## config.mk

```make
export PLATFORM = sky130hd
export DESIGN_NAME = flight_phase_sequencer_flat
export DESIGN_NICKNAME = d
export VERILOG_FILES = /design/src/hw/rtl/fps_pkg.sv /design/src/hw/rtl/fps_sample_if.sv /design/src/hw/rtl/fps_result_if.sv /design/src/hw/rtl/flight_phase_sequencer.sv /design/src/hw/rtl/fps_cfg_regs.sv /design/src/hw/rtl/fps_in_stage.sv /design/src/hw/rtl/fps_phase_core.sv /design/src/hw/rtl/fps_out_stage.sv /design/src/flat_wrapper.sv
export SDC_FILE = /design/constraint.sdc
export NUM_CORES = 1
export LEC_CHECK = 0
export BUFFER_PORTS_ARGS = -buffer_cell sky130_fd_sc_hd__buf_2
export CORE_ASPECT_RATIO = 1.5
export CORE_UTILIZATION = 40
export DETAILED_ROUTE_END_ITERATION = 12
export PLACE_DENSITY = 0.64
export SKIP_CTS_REPAIR_TIMING = 1
export SKIP_LAST_GASP = 1
export SLEW_MARGIN = 20
export SYNTH_ARGS = -nofsm -noshare
export SYNTH_HDL_FRONTEND = slang
export SYNTH_SLANG_ARGS = --single-unit
```

## constraint.sdc

```tcl
create_clock -name clk_i -period 11.66 [get_ports clk_i]
set_clock_uncertainty 0.15 [all_clocks]
set_input_delay 1.749 -clock clk_i [delete_from_list [all_inputs] [get_ports clk_i]]
set_output_delay 1.749 -clock clk_i [all_outputs]
set_load 0.05 [all_outputs]
```

## src/hw/rtl/fps_pkg.sv

```systemverilog
// ----------------------------------------------------------------------------
// fps_pkg: flight phase sequencer shared definitions
// Widths, register indexes, phase codes and the payload types that travel
// between the stages of the sequencer.
// ----------------------------------------------------------------------------
package fps_pkg;

  localparam int DataWidth    = 24;
  localparam int CountWidth   = 8;
  localparam int TimeWidth    = 32;
  localparam int PhaseWidth   = 3;
  localparam int CfgIdxWidth  = 2;
  localparam int CfgDataWidth = 32;

  // register indexes
  localparam logic [CfgIdxWidth-1:0] CfgLaunchAccel = 2'd0;
  localparam logic [CfgIdxWidth-1:0] CfgConfirm     = 2'd1;
  localparam logic [CfgIdxWidth-1:0] CfgCoastDelay  = 2'd2;
  localparam logic [CfgIdxWidth-1:0] CfgTiltLock    = 2'd3;

  // register reset values
  localparam logic signed [DataWidth-1:0] RstLaunchAccel = DataWidth'(7680);
  localparam logic [CountWidth-1:0]       RstConfirm     = CountWidth'(5);
  localparam logic [TimeWidth-1:0]        RstCoastDelay  = TimeWidth'(3000000);
  localparam logic signed [DataWidth-1:0] RstTiltLock    = DataWidth'(7680);

  localparam logic [CountWidth-1:0] CountMax = {CountWidth{1'b1}};

  // external phase codes
  localparam logic [PhaseWidth-1:0] PhaseCodeIdle     = 3'd0;
  localparam logic [PhaseWidth-1:0] PhaseCodeLaunched = 3'd1;
  localparam logic [PhaseWidth-1:0] PhaseCodeCoasting = 3'd2;
  localparam logic [PhaseWidth-1:0] PhaseCodeApogee   = 3'd3;
  localparam logic [PhaseWidth-1:0] PhaseCodeDescent  = 3'd4;
  localparam logic [PhaseWidth-1:0] PhaseCodeFault    = 3'd5;

  localparam logic OpSample = 1'b0;
  localparam logic OpFault  = 1'b1;

  typedef enum logic [5:0] {
    PhIdle     = 6'b000001,
    PhLaunched = 6'b000010,
    PhCoasting = 6'b000100,
    PhApogee   = 6'b001000,
    PhDescent  = 6'b010000,
    PhFault    = 6'b100000
  } phase_e;

  typedef struct packed {
    logic signed [DataWidth-1:0] launch_accel_threshold;
    logic [CountWidth-1:0]       confirm_samples;
    logic [TimeWidth-1:0]        coast_delay_us;
    logic signed [DataWidth-1:0] tilt_lock;
  } cfg_t;

  typedef struct packed {
    logic                        operation;
    logic signed [DataWidth-1:0] vertical_accel;
    logic signed [DataWidth-1:0] vertical_velocity;
    logic signed [DataWidth-1:0] tilt_angle;
    logic [TimeWidth-1:0]        time_us;
  } sample_t;

  typedef struct packed {
    logic [PhaseWidth-1:0] phase;
    logic                  brakes_allowed;
  } result_t;

  function automatic logic [PhaseWidth-1:0] phase_code(phase_e ph);
    logic [PhaseWidth-1:0] code;
    case (ph)
      PhIdle:     code = PhaseCodeIdle;
      PhLaunched: code = PhaseCodeLaunched;
      PhCoasting: code = PhaseCodeCoasting;
      PhApogee:   code = PhaseCodeApogee;
      PhDescent:  code = PhaseCodeDescent;
      PhFault:    code = PhaseCodeFault;
      default:    code = PhaseCodeFault;
    endcase
    return code;
  endfunction

endpackage

```

## src/hw/rtl/fps_sample_if.sv

```systemverilog
// ----------------------------------------------------------------------------
// fps_sample_if: sample request channel
// Valid/ready channel carrying one estimator sample or a fault trigger.
// ----------------------------------------------------------------------------
interface fps_sample_if import fps_pkg::*; ();
  logic                        valid;
  logic                        ready;
  logic                        operation;
  logic signed [DataWidth-1:0] vertical_accel;
  logic signed [DataWidth-1:0] vertical_velocity;
  logic signed [DataWidth-1:0] tilt_angle;
  logic [TimeWidth-1:0]        time_us;

  modport source (
    output valid, operation, vertical_accel, vertical_velocity, tilt_angle, time_us,
    input  ready
  );
  modport sink (
    input  valid, operation, vertical_accel, vertical_velocity, tilt_angle, time_us,
    output ready
  );
endinterface

```

## src/hw/rtl/fps_result_if.sv

```systemverilog
// ----------------------------------------------------------------------------
// fps_result_if: phase result channel
// Valid/ready channel carrying the flight phase and the brake permit.
// ----------------------------------------------------------------------------
interface fps_result_if import fps_pkg::*; ();
  logic                  valid;
  logic                  ready;
  logic [PhaseWidth-1:0] phase;
  logic                  brakes_allowed;

  modport source (
    output valid, phase, brakes_allowed,
    input  ready
  );
  modport sink (
    input  valid, phase, brakes_allowed,
    output ready
  );
endinterface

```

## src/hw/rtl/flight_phase_sequencer.sv

```systemverilog
// ----------------------------------------------------------------------------
// flight_phase_sequencer: rocket flight phase tracker
// Follows idle, launched, coasting, apogee, descent and fault from a stream
// of estimator samples and reports the phase with a brake-deploy permit.
// ----------------------------------------------------------------------------
// One request is taken every cycle, as long as the result channel keeps up:
// the request is registered, the phase logic acts on it combinationally, and
// the result lands in the output register. The only thing that slows the
// stream is the consumer holding off the result channel; while the result
// register is full and not taken, requests wait. Configuration writes take
// effect on the next cycle and should be made with no request in flight.
module flight_phase_sequencer import fps_pkg::*; (
  input  logic                    clk_i,
  input  logic                    rst_ni,
  input  logic                    cfg_we_i,
  input  logic [CfgIdxWidth-1:0]  cfg_idx_i,
  input  logic [CfgDataWidth-1:0] cfg_wdata_i,
  fps_sample_if.sink              sample_i,
  fps_result_if.source            result_o
);

  cfg_t    cfg;
  sample_t in_data, s1_data;
  logic    s1_valid, out_free, s1_fire;
  result_t core_result, out_data;

  assign in_data.operation         = sample_i.operation;
  assign in_data.vertical_accel    = sample_i.vertical_accel;
  assign in_data.vertical_velocity = sample_i.vertical_velocity;
  assign in_data.tilt_angle        = sample_i.tilt_angle;
  assign in_data.time_us           = sample_i.time_us;

  assign s1_fire = s1_valid && out_free;

  fps_cfg_regs u_cfg (
    .clk_i,
    .rst_ni,
    .cfg_we_i,
    .cfg_idx_i,
    .cfg_wdata_i,
    .cfg_o (cfg)
  );

  fps_in_stage u_in (
    .clk_i,
    .rst_ni,
    .in_valid_i (sample_i.valid),
    .in_data_i  (in_data),
    .in_ready_o (sample_i.ready),
    .take_i     (out_free),
    .valid_o    (s1_valid),
    .data_o     (s1_data)
  );

  fps_phase_core u_core (
    .clk_i,
    .rst_ni,
    .cfg_i    (cfg),
    .fire_i   (s1_fire),
    .sample_i (s1_data),
    .result_o (core_result)
  );

  fps_out_stage u_out (
    .clk_i,
    .rst_ni,
    .load_i      (s1_fire),
    .data_i      (core_result),
    .free_o      (out_free),
    .out_valid_o (result_o.valid),
    .out_ready_i (result_o.ready),
    .out_data_o  (out_data)
  );

  assign result_o.phase          = out_data.phase;
  assign result_o.brakes_allowed = out_data.brakes_allowed;

endmodule

```

## src/hw/rtl/fps_cfg_regs.sv

```systemverilog
// ----------------------------------------------------------------------------
// fps_cfg_regs: configuration registers
// Holds launch threshold, confirm count, coast delay and tilt lock.
// ----------------------------------------------------------------------------
module fps_cfg_regs import fps_pkg::*; (
  input  logic                    clk_i,
  input  logic                    rst_ni,
  input  logic                    cfg_we_i,
  input  logic [CfgIdxWidth-1:0]  cfg_idx_i,
  input  logic [CfgDataWidth-1:0] cfg_wdata_i,
  output cfg_t                    cfg_o
);

  cfg_t cfg_q, cfg_d;

  always_comb begin
    cfg_d = cfg_q;
    if (cfg_we_i) begin
      case (cfg_idx_i)
        CfgLaunchAccel: cfg_d.launch_accel_threshold = cfg_wdata_i[DataWidth-1:0];
        CfgConfirm:     cfg_d.confirm_samples        = cfg_wdata_i[CountWidth-1:0];
        CfgCoastDelay:  cfg_d.coast_delay_us         = cfg_wdata_i[TimeWidth-1:0];
        CfgTiltLock:    cfg_d.tilt_lock              = cfg_wdata_i[DataWidth-1:0];
        default:        cfg_d = cfg_q;
      endcase
    end
  end

  always_ff @(posedge clk_i or negedge rst_ni) begin
    if (!rst_ni) begin
      cfg_q.launch_accel_threshold <= RstLaunchAccel;
      cfg_q.confirm_samples        <= RstConfirm;
      cfg_q.coast_delay_us         <= RstCoastDelay;
      cfg_q.tilt_lock              <= RstTiltLock;
    end else begin
      cfg_q <= cfg_d;
    end
  end

  assign cfg_o = cfg_q;

endmodule

```

## src/hw/rtl/fps_in_stage.sv

```systemverilog
// ----------------------------------------------------------------------------
// fps_in_stage: input register
// Captures one sample request per cycle and holds it until the phase logic
// can pass its result on.
// ----------------------------------------------------------------------------
module fps_in_stage import fps_pkg::*; (
  input  logic    clk_i,
  input  logic    rst_ni,
  input  logic    in_valid_i,
  input  sample_t in_data_i,
  output logic    in_ready_o,
  input  logic    take_i,
  output logic    valid_o,
  output sample_t data_o
);

  logic    valid_q, valid_d;
  sample_t data_q;

  // free slot, or the held sample leaves this cycle
  assign in_ready_o = !valid_q || take_i;
  assign valid_d    = in_ready_o ? in_valid_i : valid_q;

  always_ff @(posedge clk_i or negedge rst_ni) begin
    if (!rst_ni) begin
      valid_q <= 1'b0;
    end else begin
      valid_q <= valid_d;
    end
  end

  always_ff @(posedge clk_i) begin
    if (in_ready_o && in_valid_i) begin
      data_q <= in_data_i;
    end
  end

  assign valid_o = valid_q;
  assign data_o  = data_q;

endmodule

```

## src/hw/rtl/fps_phase_core.sv

```systemverilog
// ----------------------------------------------------------------------------
// fps_phase_core: flight phase state and transition logic
// Applies one sample or fault to the phase state and forms the result.
// ----------------------------------------------------------------------------
module fps_phase_core import fps_pkg::*; (
  input  logic    clk_i,
  input  logic    rst_ni,
  input  cfg_t    cfg_i,
  input  logic    fire_i,
  input  sample_t sample_i,
  output result_t result_o
);

  phase_e                      phase_q, phase_d;
  logic [CountWidth-1:0]       count_q, count_d;
  logic [TimeWidth-1:0]        launch_time_q, launch_time_d;
  logic signed [DataWidth-1:0] tilt_q, tilt_d;

  logic signed [DataWidth-1:0] accel, vel;
  logic [CountWidth-1:0]       count_inc;
  logic [TimeWidth-1:0]        elapsed;

  assign accel     = sample_i.vertical_accel;
  assign vel       = sample_i.vertical_velocity;
  assign count_inc = (count_q == CountMax) ? count_q : count_q + CountWidth'(1);
  // wraps modulo 2^32 like the timestamp
  assign elapsed   = sample_i.time_us - launch_time_q;

  always_comb begin
    phase_d       = phase_q;
    count_d       = count_q;
    launch_time_d = launch_time_q;
    tilt_d        = tilt_q;
    if (sample_i.operation == OpFault) begin
      phase_d = PhFault;
    end else begin
      tilt_d = sample_i.tilt_angle;
      case (phase_q)
        PhIdle: begin
          if (accel >= cfg_i.launch_accel_threshold) begin
            if (count_inc >= cfg_i.confirm_samples) begin
              phase_d       = PhLaunched;
              launch_time_d = sample_i.time_us;
              count_d       = '0;
            end else begin
              count_d = count_inc;
            end
          end else begin
            count_d = '0;
          end
        end
        PhLaunched: begin
          if (elapsed >= cfg_i.coast_delay_us) phase_d = PhCoasting;
        end
        PhCoasting: begin
          if (vel <= 0) phase_d = PhApogee;
        end
        PhApogee: phase_d = PhDescent;
        default:  phase_d = phase_q;
      endcase
    end
  end

  always_ff @(posedge clk_i or negedge rst_ni) begin
    if (!rst_ni) begin
      phase_q       <= PhIdle;
      count_q       <= '0;
      launch_time_q <= '0;
      tilt_q        <= '0;
    end else if (fire_i) begin
      phase_q       <= phase_d;
      count_q       <= count_d;
      launch_time_q <= launch_time_d;
      tilt_q        <= tilt_d;
    end
  end

  assign result_o.phase          = phase_code(phase_d);
  assign result_o.brakes_allowed = (phase_d == PhCoasting) && (tilt_d <= cfg_i.tilt_lock);

endmodule

```

## src/hw/rtl/fps_out_stage.sv

```systemverilog
// ----------------------------------------------------------------------------
// fps_out_stage: result register
// Holds one finished result until the consumer takes it.
// ----------------------------------------------------------------------------
module fps_out_stage import fps_pkg::*; (
  input  logic    clk_i,
  input  logic    rst_ni,
  input  logic    load_i,
  input  result_t data_i,
  output logic    free_o,
  output logic    out_valid_o,
  input  logic    out_ready_i,
  output result_t out_data_o
);

  logic    valid_q, valid_d;
  result_t data_q;

  assign free_o  = !valid_q || out_ready_i;
  assign valid_d = load_i || (valid_q && !out_ready_i);

  always_ff @(posedge clk_i or negedge rst_ni) begin
    if (!rst_ni) begin
      valid_q <= 1'b0;
    end else begin
      valid_q <= valid_d;
    end
  end

  always_ff @(posedge clk_i) begin
    if (load_i) begin
      data_q <= data_i;
    end
  end

  assign out_valid_o = valid_q;
  assign out_data_o  = data_q;

endmodule

```

## src/flat_wrapper.sv

```systemverilog
// flat-port wrapper written by rule: the top's interface ports become plain ports
module flight_phase_sequencer_flat import fps_pkg::*;
  (clk_i, rst_ni, cfg_we_i, cfg_idx_i, cfg_wdata_i, sample_i_valid, sample_i_operation, sample_i_vertical_accel, sample_i_vertical_velocity, sample_i_tilt_angle, sample_i_time_us, sample_i_ready, result_o_valid, result_o_phase, result_o_brakes_allowed, result_o_ready);
  fps_sample_if sample_i_i ();
  fps_result_if result_o_i ();
  input  logic clk_i;
  input  logic rst_ni;
  input  logic cfg_we_i;
  input  logic [CfgIdxWidth-1:0] cfg_idx_i;
  input  logic [CfgDataWidth-1:0] cfg_wdata_i;
  input wire logic [$bits(sample_i_i.valid)-1:0] sample_i_valid;
  input wire logic [$bits(sample_i_i.operation)-1:0] sample_i_operation;
  input wire logic [$bits(sample_i_i.vertical_accel)-1:0] sample_i_vertical_accel;
  input wire logic [$bits(sample_i_i.vertical_velocity)-1:0] sample_i_vertical_velocity;
  input wire logic [$bits(sample_i_i.tilt_angle)-1:0] sample_i_tilt_angle;
  input wire logic [$bits(sample_i_i.time_us)-1:0] sample_i_time_us;
  output wire logic [$bits(sample_i_i.ready)-1:0] sample_i_ready;
  output wire logic [$bits(result_o_i.valid)-1:0] result_o_valid;
  output wire logic [$bits(result_o_i.phase)-1:0] result_o_phase;
  output wire logic [$bits(result_o_i.brakes_allowed)-1:0] result_o_brakes_allowed;
  input wire logic [$bits(result_o_i.ready)-1:0] result_o_ready;
  assign sample_i_i.valid = sample_i_valid;
  assign sample_i_i.operation = sample_i_operation;
  assign sample_i_i.vertical_accel = sample_i_vertical_accel;
  assign sample_i_i.vertical_velocity = sample_i_vertical_velocity;
  assign sample_i_i.tilt_angle = sample_i_tilt_angle;
  assign sample_i_i.time_us = sample_i_time_us;
  assign sample_i_ready = sample_i_i.ready;
  assign result_o_valid = result_o_i.valid;
  assign result_o_phase = result_o_i.phase;
  assign result_o_brakes_allowed = result_o_i.brakes_allowed;
  assign result_o_i.ready = result_o_ready;
  flight_phase_sequencer u_core (.clk_i(clk_i), .rst_ni(rst_ni), .cfg_we_i(cfg_we_i), .cfg_idx_i(cfg_idx_i), .cfg_wdata_i(cfg_wdata_i), .sample_i(sample_i_i), .result_o(result_o_i));
endmodule
```

==> metrics, run 1 <==
outcome=finished, final reports clean; Post-Syn Instances=1,174; CP Depth=22; post-layout util=0.474; Clock transition at path regs=0.06 ns; drt first pass iters=4; HPWL after DPL=22,800 µm; remaining global-route overflow=0; total wire length=between 30,000 and 40,000 µm; Buf/Inv on CP=2; Final Hold Slack=approximately 0.34 ns; largest net degree at the start of global routing=96; critical path endpoint category=flip-flop; Post-DRT Antenna Nets=0; global-route wire length before repair=48,900 µm; peak supply drop=113 µV; CP max FO=5; R2R depth=22; Peak Freq=approximately 190 MHz; Placed Instances=~1,800; Initial Utilization=0.408; Post-Syn Nets=1,439; Max clock buf depth=3; MaxCap Viol Count=0; Post-Syn Area=14,000 µm²; worst skew pair latency=between 0.5 and 0.6 ns; most common cell in the synthesized netlist=dfrtp_1; average cell area after synthesis=11.9 µm²; Critical-path top delay cell=a2111o_1; H-tree Lvls=1; min-delay worst type=flip-flop to flip-flop; Post-synth EDFFs=109; Area growth syn-to-layout=16.2%; final worst setup slack=approximately 6.3 ns; Cell variety after synth=76; GP Congestion=between 0.8 and 0.9; Die Wd=between 150 and 200 µm; vias in the first global route=around 9,400; vias per inst=between 5 and 6; die area=around 36,000 µm²; ys flop type=dfrtp_1; Static Leak=7.25 nW; PortBufs=149; All-Layer GR Usage=0.175; fin crit period=between 5 and 6 ns; share of post-route cells with drive strength above 1=0.279; initial DRC count=327; Crit path max-delay family=compound AO/OA/AOI/OAI gates; slew margin rel.=0.390; CP startpoint kind=flip-flop; list of most frequent post-synthesis cells=dfrtp_1 (139), inv_1 (130), ha_1 (120); Synth warnings=0; final-report hold violation count=0; Synth area leaders=dfrtp_1 (25%), edfxtp_1 (23%), ha_1 (11%); period utilization=0.460; Root Driver=clkbuf_16; crit path DAT=~5.5 ns; critical path's largest stage delay=approximately 0.42 ns; worst-margin pin slew=0.915 ns; crit-path cells=inv_1 > ha_1 > inv_1 > fa_1 > a21o_1 > a21oi_2 > o21ai_1 > a2111o_1 > nand3_2 > o31a_2 > o21ai_2 > a311o_1 > o311a_1 > ha_1 > nand4_1 > nor3_1 > nand3_1 > o41a_1 > and2_1 > a21oi_1 > a21o_1 > o211ai_1; final setup fails=0; Ports=150; final slew viol count=0; asr flop ratio synth=0.595; Num CTS Buffers=30; initial antenna violation count=1; clk sinks=~270; vias=just over 9,000; RSZ-0062 raised after global routing=false; Yosys top cell area share=0.248; CTS tree=done; CORE AREA=between 30,000 and 40,000 µm²; Antenna diodes=0; #FFs+latches synth=269; Die Y=about 230 µm; sequential element share of the synthesized area=0.521; final net count=between 1,500 and 2,000; setup TNS=0 ns; final std cells w/o fill=1,825; cell depth of the worst hold path=1; CP required=around 12 ns; dpl ws=6.39 ns; Rows=83; WL/cell=16.6 µm; DRC=0; cell taking the most area after synthesis=dfrtp_1; PD cells=about 160 nW/µm²; Setup Crit Path Kind=flip-flop to flip-flop
==> registers in the layout, summed over array words and instances, names as in the netlist <==
signal and cells:
u_core.u_core.tilt_q 24, u_core.u_in.valid_o 1, u_core.u_out.out_data_o 4, u_core.u_out.out_valid_o 1, u_core.u_core.launch_time_q 32, u_core.u_core.count_q 8
u_core.u_core.phase_q 6, u_core.u_cfg.cfg_o 88, u_core.u_in.data_o 105
==> worst register-to-register path, stage by stage (launching register included) <==
cell and delay (ns):
edfxtp_1 0.37, inv_1 0.08, ha_1 0.17, inv_1 0.06
fa_1 0.39, a21o_1 0.18, a21oi_2 0.20, o21ai_1 0.10
a2111o_1 0.42, nand3_2 0.11, o31a_2 0.20, o21ai_2 0.10
a311o_1 0.37, o311a_1 0.12, ha_1 0.30, nand4_1 0.14
nor3_1 0.30, nand3_1 0.16, o41a_1 0.36, and2_1 0.21
a21oi_1 0.35, a21o_1 0.18, o211ai_1 0.07
==> logic make-up (layout without fill, tap and decap cells) <==
logic type               count (synthesis)  after routing  synth area share
adder cells (fa/ha/maj)                121            121             0.109
buffers and inverters                  158            342            0.0440
AND/OR/NAND/NOR                        239            239            0.0842
multiplexers                           147            147             0.125
XOR/XNOR                                31             31            0.0194
flip-flops                             269            269             0.521
AO/OA/AOI/OAI                          209            209            0.0974
==> metrics by stage <==
step                power, mW  cell area [µm²]
floorplan                1.55            14000
global placement         1.68            15300
detailed placement       1.70            15300
CTS                      2.68            16300
global route             2.79            16300
finish                   2.64            16300
==> where the power goes <==
group	internal [mW]	total [mW]	switching [mW]
clock network	0.584	0.963	0.379
logic	0.242	0.507	0.264
registers	1.12	1.17	0.0534
total	1.94	2.64	0.696
==> layer usage <==
metal,up-vias,part of all wire,track usage,wire length (µm)
met5,-,0.00046,0,14
met4,2,0.031,0.0647,953
met3,58,0.043,0.0260,1310
met2,189,0.52,0.317,15700
met1,4481,0.41,0.209,12400
li1,4517,-,-,-
==> final timing paths <==
check	from	to	slack [ns]
worst min register to register	u_core.u_core.launch_time_q[2]	u_core.u_core.launch_time_q[2]	0.34
worst max register to register	u_core.u_in.data_o[0]	u_core.u_out.out_data_o[3]	6.30
max in group asynchronous	rst_ni	u_core.u_cfg.cfg_o[21]	8.77
worst min-delay path	u_core.u_core.launch_time_q[2]	u_core.u_core.launch_time_q[2]	0.34
worst max-delay path	u_core.u_in.data_o[0]	u_core.u_out.out_data_o[3]	6.30
min in group asynchronous	rst_ni	u_core.u_core.tilt_q[21]	1.14
==> layout make-up <==
cell class                      count  area, µm²
Timing Repair Buffer              155        797
Inverter                          131        492
Sequential cell                   269       7300
Tap cell                          467        584
Clock inverter                     16        215
Clock buffer                       40        788
Fill cell                        3200      18100
Multi-Input combinational cell    747       6110
==> layout by cell type (no fill, tap or decap), types with 4 or more instances in the layout <==
cell type / instances
or3_1: 4
clkinv_2: 5
nor2_1: 50
nor2b_1: 9
a2111oi_0: 4
a21oi_1: 50
edfxtp_1: 109
bufinv_16: 5
inv_1: 130
ha_1: 120
nand2_1: 81
o31ai_1: 5
clkbuf_1: 10
o211ai_1: 9
buf_2: 148
nand3b_1: 4
clkbuf_16: 30
a31oi_1: 6
nor3_1: 14
o21a_1: 9
dfstp_2: 21
mux2_2: 114
xnor2_1: 24
dfrtp_1: 139
nand2b_1: 16
nand3_1: 10
a211oi_1: 9
o21ai_0: 51
o21ai_1: 4
buf_4: 6
a21o_1: 30
clkinv_1: 4
and3_1: 4
mux2_4: 28
nor4_1: 6
nand4_1: 19
xor2_1: 7
No activity file was read; power rests on OpenSTA's default activity.
==> run 2: changes to the inputs <==
Clock period 11.66 ns to 5.15 ns, I/O delays scaled along.
==> metrics, run 2 (synthesis gave the netlist of run 1 again) <==
outcome=finished, final reports clean; vias in the first global route=9,611 (+2.0%); CORE AREA=34,400 µm² (unchanged); slew margin rel.=0.402 (+0.0120); MaxCap Viol Count=0 (unchanged); total wire length=31,100 µm (+2.2%); Area growth syn-to-layout=17.4%; sw power=1.62 mW (+130%); Post-DRT Antenna Nets=0 (unchanged); Final Hold Slack=0.113 ns (-0.232 ns); DP Area=15,300 µm² (+0.36%); CP startpoint kind=flip-flop; peak supply drop=242 µV (+120%); drt first pass iters=4 (unchanged); crit-path cells=inv_2 > ha_2 > inv_1 > fa_2 > a21o_1 > a21oi_2 > o21ai_2 > a2111o_1 > nand3_2 > o31a_4 > o21ai_2 > or4b_1 > nand3_1 > ha_1 > nand2_1 > nor3_2 > o21ai_0 > o22ai_1 > o31ai_2 > nand2_1 > or3_4 > a211oi_2 > o211ai_1; max FFs per register=105 (unchanged); Combinational Power Share=0.199 (+0.007); Crit path max-delay family=compound AO/OA/AOI/OAI gates; WL/cell=16.9 µm (+1.6%); final worst setup slack=0.131 ns (-6.16 ns); PD cells=359 nW/µm² (+120%); die area=35,800 µm² (unchanged); All-Layer GR Usage=0.178 (+0.00289); Rows=83 (unchanged); final net count=1,611 (+0.75%); HPWL after DPL=23,100 µm (+1.5%); internal power=4.28 mW (+120%); critical path's largest stage delay=0.52 ns (+0.10 ns); largest net degree at the start of global routing=90 (-6.3%); Num CTS Buffers=29 (-3.3%); final-report hold violation count=0 (unchanged); Clk network pwr share=0.351 (-0.014); initial DRC count=413 (+26%); GP Congestion=0.861 (-0.64%); min-delay worst type=primary input to asynchronous set/reset pin; GRT busiest layer=met2; Buf/Inv on CP=2 (unchanged); vias per inst=5.04 (-0.61%); PortBufs=149 (unchanged); remaining global-route overflow=0 (unchanged); met1 Usage GRT=0.214 (+0.00486); H-tree Lvls=1 (unchanged); final setup fails=0 (unchanged); fin crit period=5.02 ns (-0.346 ns); dpl ws=-0.0585 ns (-6.44 ns); share of post-route cells with drive strength above 1=0.305 (+0.0255); met2 usage=0.328 (+0.0109); Placed Instances=1,774 (+0.28%); final slew viol count=0 (unchanged); vias=9,246 (-0.011%); Peak Freq=199 MHz (+6.9%); Die Wd=155 µm (unchanged); commonest non-fill, non-tap cell in the layout=buf_2; CP required=5.30 ns (-6.50 ns); worst skew pair latency=0.58 ns (about the same); Max clock buf depth=3 (unchanged); Ports=150 (unchanged); DRC=0 (unchanged); most frequent cells in the layout=buf_2 (148), dfrtp_1 (139), inv_1 (129), ha_1 (117), mux2_2 (114); Root Driver=clkbuf_16; sw frac=0.275 (+0.0108); Setup Crit Path Kind=flip-flop to flip-flop; Initial Utilization=0.408 (unchanged); Static Leak=7.31 nW (+0.87%); CTS tree=done; initial antenna violation count=0 (-1); global-route wire length before repair=49,400 µm (+1.1%); M3 GR Usage=0.0232 (-0.00280); Die Y=231 µm (unchanged); Power, Total=5.90 mW (+120%); crit path DAT=5.17 ns (-0.34 ns); critical path endpoint category=flip-flop; period utilization=0.974 (+0.514); clk sinks=269 (unchanged); Seq pwr share=0.449 (+0.006); final non-filler cell area=16,500 µm² (+1.0%); Antenna diodes=0 (unchanged); Clock transition at path regs=0.06 ns (about the same); CP max FO=4 (-1); Critical-path top delay cell=or4b_1; RSZ-0062 raised after global routing=true; final std cells w/o fill=1,836 (+0.60%); worst-margin pin slew=0.897 ns (-0.0179 ns)
run 2: worst paths after layout:
check	start	end	slack, ns	depth (start not counted)
max	u_core.u_in.data_o[0]	u_core.u_out.out_data_o[3]	0.13	23
min	rst_ni	u_core.u_core.tilt_q[16]	0.11	1
max reg2reg	u_core.u_in.data_o[0]	u_core.u_out.out_data_o[3]	0.13	23
min reg2reg	u_core.u_core.tilt_q[0]	u_core.u_core.tilt_q[0]	0.34	2
max in group asynchronous	rst_ni	u_core.u_cfg.cfg_o[58]	3.66	2
min in group clk_i	sample_i_tilt_angle[0]	u_core.u_in.data_o[32]	0.22	1
run 2: power by group through the flow:
stage	Sequential (mW)	Combinational (mW)	Clock [mW]
2_1_floorplan	2.66	0.843	0
3_3_place_gp	2.68	1.13	0
3_5_place_dp	2.69	1.16	0
4_1_cts	2.65	1.17	2.13
5_1_grt	2.68	1.35	2.21
6_report	2.65	1.18	2.07
run 2: area by class of cell:
class / count / area, µm²
inverters: 131 / 492
flip-flops and latches: 269 / 7300
well taps: 467 / 584
clock inverters: 16 / 158
multi-input cells: 747 / 6220
fillers: 3184 / 17900
clock buffers: 38 / 790
repair buffers: 168 / 907
run 2: worst reg2reg max path: cells and delay by family, from the launching register on:
kind	cells	cell delay [ns]
buf+inv	2	0.12
simple gates	7	1.38
fa+ha+maj	3	0.74
flops	1	0.39
compound gates	11	1.96
run 2: stage by stage:
stage | TNS, ns | utilization
finish | 0 | 0.479
detailed placement | -0.0585 | 0.446
floorplan | 0 | -
global route | -0.133 | 0.479
global placement | 0 | 0.446
CTS | -0.129 | 0.474
run 2: per-layer routing:
layer / wire length, µm / up-vias / part of all wire
met2: 16300 / 196 / 0.53
li1: - / 4537 / -
met3: 1150 / 44 / 0.037
met1: 12800 / 4469 / 0.41
met4: 730 / 0 / 0.024
met5: 0 / - / 0
